File: config.mk
export PLATFORM = sky130hd
export DESIGN_NAME = gbi_ctrl
export DESIGN_NICKNAME = d
export VERILOG_FILES = /design/src/rtl/gbi_pkg.sv /design/src/rtl/gbi_ctrl.sv
export SDC_FILE = /design/constraint.sdc
export NUM_CORES = 1
export LEC_CHECK = 0
export BUFFER_PORTS_ARGS = -buffer_cell sky130_fd_sc_hd__buf_2
export CAP_MARGIN = 20
export CORE_MARGIN = 2
export CORE_UTILIZATION = 45
export DETAILED_ROUTE_END_ITERATION = 6
export SETUP_SLACK_MARGIN = 0.1
export SKIP_LAST_GASP = 1
export SLEW_MARGIN = 20
export SYNTH_ARGS = -nofsm -noshare
export SYNTH_HDL_FRONTEND = slang
export SYNTH_SLANG_ARGS = --single-unit
File: constraint.sdc
create_clock -name i_clk -period 2.8 [get_ports i_clk]
set_input_delay 0.14 -clock i_clk [delete_from_list [all_inputs] [get_ports i_clk]]
set_output_delay 0.14 -clock i_clk [all_outputs]
set_load 0.05 [all_outputs]
File: src/rtl/gbi_pkg.sv
// Shared types, codes and helper functions for the gravity body integrator.
// No dependencies; the core, datapath, control and bench files refer to it by scoped names.
package gbi_pkg;

    // opcodes carried on the input tuser
    localparam logic [2:0] OP_ATTRACT     = 3'd0;
    localparam logic [2:0] OP_ATTRACT_INT = 3'd1;
    localparam logic [2:0] OP_INTEGRATE   = 3'd2;
    localparam logic [2:0] OP_ROT_LEFT    = 3'd3;
    localparam logic [2:0] OP_ROT_RIGHT   = 3'd4;

    // register indexes (byte address = 4 * index)
    localparam logic [2:0] REG_GRAV_CONST = 3'd0;
    localparam logic [2:0] REG_PIXEL_SCALE = 3'd1;
    localparam logic [2:0] REG_OWN_MASS   = 3'd2;
    localparam logic [2:0] REG_TIME_STEP  = 3'd3;
    localparam logic [2:0] REG_ROT_FORCE  = 3'd4;
    localparam logic [2:0] REG_START_X    = 3'd5;
    localparam logic [2:0] REG_START_Y    = 3'd6;
    localparam logic [2:0] REG_START_ANG  = 3'd7;

    // time step is a Q0.16 fraction; damping factors in the same scale
    localparam int unsigned DT_BITS   = 16;
    localparam logic [31:0] DAMP_VEL  = 32'd64881;
    localparam logic [31:0] DAMP_SPIN = 32'd62259;

    // datapath micro-operations
    typedef enum logic [5:0] {
        UOP_NONE,
        UOP_LOAD,
        UOP_DX_GO,
        UOP_RX_SET,
        UOP_DY_GO,
        UOP_RY_SET,
        UOP_MUL_RXX,
        UOP_MUL_RYY,
        UOP_SQRT_GO,
        UOP_DIST_SET,
        UOP_MUL_MM,
        UOP_MUL_GM,
        UOP_DQ_GO,
        UOP_DF_GO,
        UOP_MUL_PX,
        UOP_DPX_GO,
        UOP_MUL_VX,
        UOP_VX_ADD,
        UOP_MUL_PY,
        UOP_DPY_GO,
        UOP_MUL_VY,
        UOP_VY_ADD,
        UOP_MUL_BX,
        UOP_BX_ADD,
        UOP_MUL_BY,
        UOP_BY_ADD,
        UOP_MUL_BA,
        UOP_BA_ADD,
        UOP_MUL_DVX,
        UOP_DVX_SET,
        UOP_MUL_DVY,
        UOP_DVY_SET,
        UOP_MUL_DSP,
        UOP_DSP_SET,
        UOP_MUL_ROT,
        UOP_ROT_SUB,
        UOP_ROT_ADD,
        UOP_OUT
    } t_uop;

    typedef struct packed {
        t_uop uop;
    } t_cmd;

    typedef struct packed {
        logic div_busy;
        logic sqrt_busy;
    } t_sts;

    typedef struct packed {
        logic [31:0] grav_const;
        logic [31:0] pixel_scale;
        logic [31:0] own_mass;
        logic [15:0] time_step;
        logic [31:0] rot_force;
    } t_cfg;

    // magnitude of a signed word
    function automatic logic [31:0] f_abs(input logic signed [31:0] v);
        logic [31:0] res;
        res = v[31] ? (32'd0 - 32'(v)) : 32'(v);
        return res;
    endfunction

    // sign and magnitude to a saturated signed word
    function automatic logic signed [31:0] f_sat_sm(input logic neg, input logic [63:0] mag);
        logic signed [31:0] res;
        if (!neg) begin
            res = (mag > 64'h7FFF_FFFF) ? 32'sh7FFF_FFFF : signed'(mag[31:0]);
        end else begin
            res = (mag > 64'h8000_0000) ? 32'sh8000_0000 : signed'(32'd0 - mag[31:0]);
        end
        return res;
    endfunction

    // v plus or minus a magnitude, saturated
    function automatic logic signed [31:0] f_sat_add(input logic signed [31:0] v,
                                                     input logic neg,
                                                     input logic [31:0] mag);
        logic signed [33:0] ext;
        logic signed [33:0] sum;
        logic signed [31:0] res;
        ext = 34'(v);
        sum = neg ? (ext - signed'({2'b00, mag})) : (ext + signed'({2'b00, mag}));
        if (sum > 34'sd2147483647) begin
            res = 32'sh7FFF_FFFF;
        end else if (sum < -34'sd2147483648) begin
            res = 32'sh8000_0000;
        end else begin
            res = sum[31:0];
        end
        return res;
    endfunction

endpackage

File: src/rtl/gbi_ctrl.sv
// Sequencer of the integrator: input handshake, micro-operation order, output valid.
// Depends on gbi_pkg; drives gbi_datapath through t_cmd and watches t_sts.
module gbi_ctrl (
    input  logic          i_clk,
    input  logic          i_rst_n,
    input  logic          i_s_tvalid,
    input  logic [2:0]    i_s_tuser,
    output logic          o_s_tready,
    output logic          o_m_tvalid,
    input  logic          i_m_tready,
    output gbi_pkg::t_cmd o_cmd,
    input  gbi_pkg::t_sts i_sts
);

    typedef enum logic [5:0] {
        S_IDLE, S_DX, S_DXW, S_DY, S_DYW, S_SQX, S_SQY, S_RT, S_RTW,
        S_MM, S_GM, S_DQ, S_DQW, S_DF, S_DFW, S_PXM, S_PXD, S_PXW, S_VXM, S_VXA,
        S_PYM, S_PYD, S_PYW, S_VYM, S_VYA,
        S_IBX, S_IBXA, S_IBY, S_IBYA, S_IBA, S_IBAA,
        S_DVX, S_DVXA, S_DVY, S_DVYA, S_DSP, S_DSPA,
        S_ROT, S_ROTA, S_OUT
    } t_state;

    t_state       r_state, n_state;
    logic [2:0]   r_op;
    logic         r_out_valid;
    gbi_pkg::t_uop w_uop;
    logic         w_out_load;

    assign w_out_load = (r_state == S_OUT) && (!r_out_valid || i_m_tready);

    // next state and micro-operation
    always_comb begin
        n_state = r_state;
        w_uop   = gbi_pkg::UOP_NONE;
        case (r_state)
            S_IDLE: begin
                if (i_s_tvalid) begin
                    w_uop = gbi_pkg::UOP_LOAD;
                    case (i_s_tuser)
                        gbi_pkg::OP_ATTRACT,
                        gbi_pkg::OP_ATTRACT_INT: n_state = S_DX;
                        gbi_pkg::OP_INTEGRATE:   n_state = S_IBX;
                        gbi_pkg::OP_ROT_LEFT,
                        gbi_pkg::OP_ROT_RIGHT:   n_state = S_ROT;
                        default:                 n_state = S_IDLE;
                    endcase
                end
            end
            // scaled offsets
            S_DX:  begin w_uop = gbi_pkg::UOP_DX_GO; n_state = S_DXW; end
            S_DXW: if (!i_sts.div_busy) begin w_uop = gbi_pkg::UOP_RX_SET; n_state = S_DY; end
            S_DY:  begin w_uop = gbi_pkg::UOP_DY_GO; n_state = S_DYW; end
            S_DYW: if (!i_sts.div_busy) begin w_uop = gbi_pkg::UOP_RY_SET; n_state = S_SQX; end
            // distance
            S_SQX: begin w_uop = gbi_pkg::UOP_MUL_RXX; n_state = S_SQY; end
            S_SQY: begin w_uop = gbi_pkg::UOP_MUL_RYY; n_state = S_RT; end
            S_RT:  begin w_uop = gbi_pkg::UOP_SQRT_GO; n_state = S_RTW; end
            S_RTW: if (!i_sts.sqrt_busy) begin w_uop = gbi_pkg::UOP_DIST_SET; n_state = S_MM; end
            // force magnitude
            S_MM:  begin w_uop = gbi_pkg::UOP_MUL_MM; n_state = S_GM; end
            S_GM:  begin w_uop = gbi_pkg::UOP_MUL_GM; n_state = S_DQ; end
            S_DQ:  begin w_uop = gbi_pkg::UOP_DQ_GO; n_state = S_DQW; end
            S_DQW: if (!i_sts.div_busy) n_state = S_DF;
            S_DF:  begin w_uop = gbi_pkg::UOP_DF_GO; n_state = S_DFW; end
            S_DFW: if (!i_sts.div_busy) n_state = S_PXM;
            // pull along x and y into velocity
            S_PXM: begin w_uop = gbi_pkg::UOP_MUL_PX; n_state = S_PXD; end
            S_PXD: begin w_uop = gbi_pkg::UOP_DPX_GO; n_state = S_PXW; end
            S_PXW: if (!i_sts.div_busy) n_state = S_VXM;
            S_VXM: begin w_uop = gbi_pkg::UOP_MUL_VX; n_state = S_VXA; end
            S_VXA: begin w_uop = gbi_pkg::UOP_VX_ADD; n_state = S_PYM; end
            S_PYM: begin w_uop = gbi_pkg::UOP_MUL_PY; n_state = S_PYD; end
            S_PYD: begin w_uop = gbi_pkg::UOP_DPY_GO; n_state = S_PYW; end
            S_PYW: if (!i_sts.div_busy) n_state = S_VYM;
            S_VYM: begin w_uop = gbi_pkg::UOP_MUL_VY; n_state = S_VYA; end
            S_VYA: begin
                w_uop   = gbi_pkg::UOP_VY_ADD;
                n_state = (r_op == gbi_pkg::OP_ATTRACT_INT) ? S_IBX : S_IDLE;
            end
            // integration and damping
            S_IBX:  begin w_uop = gbi_pkg::UOP_MUL_BX;  n_state = S_IBXA; end
            S_IBXA: begin w_uop = gbi_pkg::UOP_BX_ADD;  n_state = S_IBY; end
            S_IBY:  begin w_uop = gbi_pkg::UOP_MUL_BY;  n_state = S_IBYA; end
            S_IBYA: begin w_uop = gbi_pkg::UOP_BY_ADD;  n_state = S_IBA; end
            S_IBA:  begin w_uop = gbi_pkg::UOP_MUL_BA;  n_state = S_IBAA; end
            S_IBAA: begin w_uop = gbi_pkg::UOP_BA_ADD;  n_state = S_DVX; end
            S_DVX:  begin w_uop = gbi_pkg::UOP_MUL_DVX; n_state = S_DVXA; end
            S_DVXA: begin w_uop = gbi_pkg::UOP_DVX_SET; n_state = S_DVY; end
            S_DVY:  begin w_uop = gbi_pkg::UOP_MUL_DVY; n_state = S_DVYA; end
            S_DVYA: begin w_uop = gbi_pkg::UOP_DVY_SET; n_state = S_DSP; end
            S_DSP:  begin w_uop = gbi_pkg::UOP_MUL_DSP; n_state = S_DSPA; end
            S_DSPA: begin w_uop = gbi_pkg::UOP_DSP_SET; n_state = S_OUT; end
            // rotation
            S_ROT:  begin w_uop = gbi_pkg::UOP_MUL_ROT; n_state = S_ROTA; end
            S_ROTA: begin
                w_uop   = (r_op == gbi_pkg::OP_ROT_LEFT) ? gbi_pkg::UOP_ROT_SUB
                                                        : gbi_pkg::UOP_ROT_ADD;
                n_state = S_IDLE;
            end
            // result word waits for a free output register
            S_OUT: if (w_out_load) begin w_uop = gbi_pkg::UOP_OUT; n_state = S_IDLE; end
            default: n_state = S_IDLE;
        endcase
    end

    always_ff @(posedge i_clk) begin
        if (!i_rst_n) begin
            r_state     <= S_IDLE;
            r_op        <= gbi_pkg::OP_ATTRACT;
            r_out_valid <= 1'b0;
        end else begin
            r_state <= n_state;
            if (r_state == S_IDLE && i_s_tvalid) begin
                r_op <= i_s_tuser;
            end
            if (w_out_load) begin
                r_out_valid <= 1'b1;
            end else if (i_m_tready) begin
                r_out_valid <= 1'b0;
            end
        end
    end

    assign o_s_tready = (r_state == S_IDLE);
    assign o_m_tvalid = r_out_valid;
    assign o_cmd.uop  = w_uop;

endmodule

==> reports/metrics.yaml <==
clock_tree:
  holdBufCountCts: 0
  cts.sinks: 10
  cts_tree: "yes"
  post_cts_resized: 0
  cts_buffers: 3
  cts.path.max_buffers: 2
  clk_latency_ns: 0.26
  ctsHtreeMaxLevel: 1
  cts.root.buffer_cell: "clkbuf_4"
  cts_setup_buffers: 0
  cts.reportedPaths.clkPinSlew_ns: 0.06
synth:
  synth.top_cell.area_share_pct: 14.5
  synthTopCellsByArea: "dfxtp_1, a21oi_1, buf_2, nor2_1, buf_6"
  syn_nets: 202
  synth.most_common_cell: "nor2_1"
  synth-seq-cells: 10
  synth_area_leader_cell: "dfxtp_1"
  synthCells: 193
  yosys_warnings: 0
  synth_area_sq_mm: 0.00138
  synth_commonest_cells: "nor2_1, a21oi_1, buf_2"
  synth_edf_count: 0
  synth-async-reset-ratio_pct: 0
  synthFlopType: "dfxtp_1"
  syn_area_per_cell_sq_um: 7.16
  synth.distinct_cells: 58
  ys_seq_area_share_pct: 14.5
placed_design:
  dp.cells: 230
  pre_cts_slack_ns: 0.605
  hpwlAfterDp_microns: 2830
  dpl_cell_area_sq_mm: 0.00144
  place.gp.congestion: 0.885
  port_buffers: 16
routing:
  wl_per_cell_microns: 16.0
  vias_per_cell: 6.32
  drc_errors: 0
  first_pass_iters: 4
  drt_iter0_drc: 80
  vias: 1473
  routed_wl_microns: 3730
  ant_nets: 0
timing:
  fin_crit_ns: 2.50
  finalSetupTns_ns: 0
  fin_worst_skew_ns: 0.000253
  finalHoldViolCount: 0
  tightest_slew_ns: 0.605
  fmax_ghz: 0.400
  setup_ws_ns: 0.300
  setup_violations: 0
  slew-limit-headroom_pct: 59.6
  slew_violations: 0
  rsz0062_at_grt: "false"
  fin_crit_sh_pct: 89.3
worst_setup_path:
  r2r_cells: 6
  cp_cell_sequence: "buf_4, nand2b_1, nand2_1, o21ai_0, a211oi_1, or4_1, buf_2"
  critPathSlowestCell: "dfxtp_1"
  crit_path_max_fanout: 18
  cp.arrival_ns: 2.36
  r2r-end: "r_state[3]$_SDFFE_PN0P_"
  r2r_start: "r_state[2]$_SDFFE_PN0P_"
  start_kind: "register"
  path_class: "reg -> out"
  required_ns: 2.66
  crit_start: "r_state[1]$_SDFFE_PN0P_"
  slowest_delay_ns: 0.70
  reg2reg_slack_ns: 0.68
  endpoint: "o_cmd[0]"
  worst_setup_path_end_kind: "output port"
die:
  ios: 17
  fp.dieW_microns: 59.4
  die_y_microns: 59.4
  core_sq_mm: 0.00298
  floorplan.initialDensity_pct: 46.4
  core.rowCount: 20
  dieArea_sq_mm: 0.00353
grt:
  gr-total-overflow: 0
  grt_pass1_vias: 1284
  grt_pass1_wl_microns: 6240
  antenna_found_initial: 0
  grt_max_degree: 19
  grt_usage_pct: 22.5
final_layout:
  area_growth_pct: 5.97
  n_antenna_cell: 0
  final_nets: 211
  fin_area_sq_mm: 0.00147
  drive_gt1_share_pct: 18.0
  final_cell_count_no_fill: 233
power:
  vdd_drop_max_v: 0.000466
  p_per_area_mw_per_mm2: 1090
  leakagePower_nw: 0.597
worst_hold_path:
  hold_path.class: "in -> reg"
  hold_depth: 2
run_status:
  status: "complete, no violations"
run:
  drv_cap: 0
-- flip-flops by register name (all words and copies together) (netlist names) --
signal,count
o_m_tvalid,1
r_state,6
r_op,3
-- cell type report --
cell class | count | area [sq um]
Inverter | 4 | 15.0
Tap cell | 33 | 41.3
Fill cell | 300 | 1510
Timing Repair Buffer | 26 | 155
Clock buffer | 3 | 22.5
Multi-Input combinational cell | 157 | 1030
Sequential cell | 10 | 200
-- cell families after synthesis --
family	synth area share, %
compound gates	29.4
mux	2.90
flops	14.5
buf+inv	10.9
xor+xnor	3.17
simple gates	39.1
-- cells in the final DEF (no fill, tap or decap), drive strengths merged, types with 4 or more instances in the layout --
cell type | Yosys | layout
a211oi | 6 | 6
a21oi | 16 | 16
and3b | 5 | 5
buf | 18 | 26
dfxtp | 10 | 10
inv | 4 | 4
mux2i | 4 | 4
nand2 | 11 | 11
nand2b | 7 | 7
nand3 | 7 | 7
nand4 | 4 | 4
nor2 | 17 | 17
nor2b | 8 | 8
nor4 | 4 | 4
o21ai | 11 | 11
-- report_power, final --
part | internal [mW] | leakage [nW] | switching [mW]
Clock | 0.0495 | 0.0138 | 0.0462
Sequential | 0.180 | 0.0819 | 0.112
Combinational | 0.441 | 0.501 | 0.761
Total | 0.671 | 0.597 | 0.919
-- layer usage --
layer	routed length (microns)	global-route usage [%]	share of wire [%]	vias up
li1	-	-	-	740
met1	1640	31.2	44	665
met2	1810	37.2	49	62
met3	227	1.31	6.1	6
met4	42	6.82	1.1	0
met5	0	0	0	-
-- worst min-delay path by stage --
stage,from,to,slack (ns)
after CTS,i_rst_n,r_state[4]$_SDFFE_PN0P_,0.13
after floorplan,i_rst_n,r_state[3]$_SDFFE_PN0P_,0.28
after global routing,i_rst_n,r_state[4]$_SDFFE_PN0P_,0.14
final,i_rst_n,r_state[4]$_SDFFE_PN0P_,0.14
after detailed placement,i_rst_n,r_state[4]$_SDFFE_PN0P_,0.42
after global placement,i_rst_n,r_state[4]$_SDFFE_PN0P_,0.42
-- through the flow --
stage	utilization [%]	power, mW	hold WS [ns]
final	49.2	1.59	0.138
after global routing	49.2	1.72	0.144
after CTS	49.2	1.59	0.131
after detailed placement	48.4	1.49	0.416
after global placement	48.4	1.49	0.419
after floorplan	-	1.27	0.282
-- critical path: cells and delay by family (launching register included) --
family / cells / cell delay [ns]
buffers and inverters: 2 / 0.54
AO/OA/AOI/OAI: 2 / 0.16
AND/OR/NAND/NOR: 3 / 0.69
flip-flops: 1 / 0.70
No activity file was read; power rests on OpenSTA's default activity.
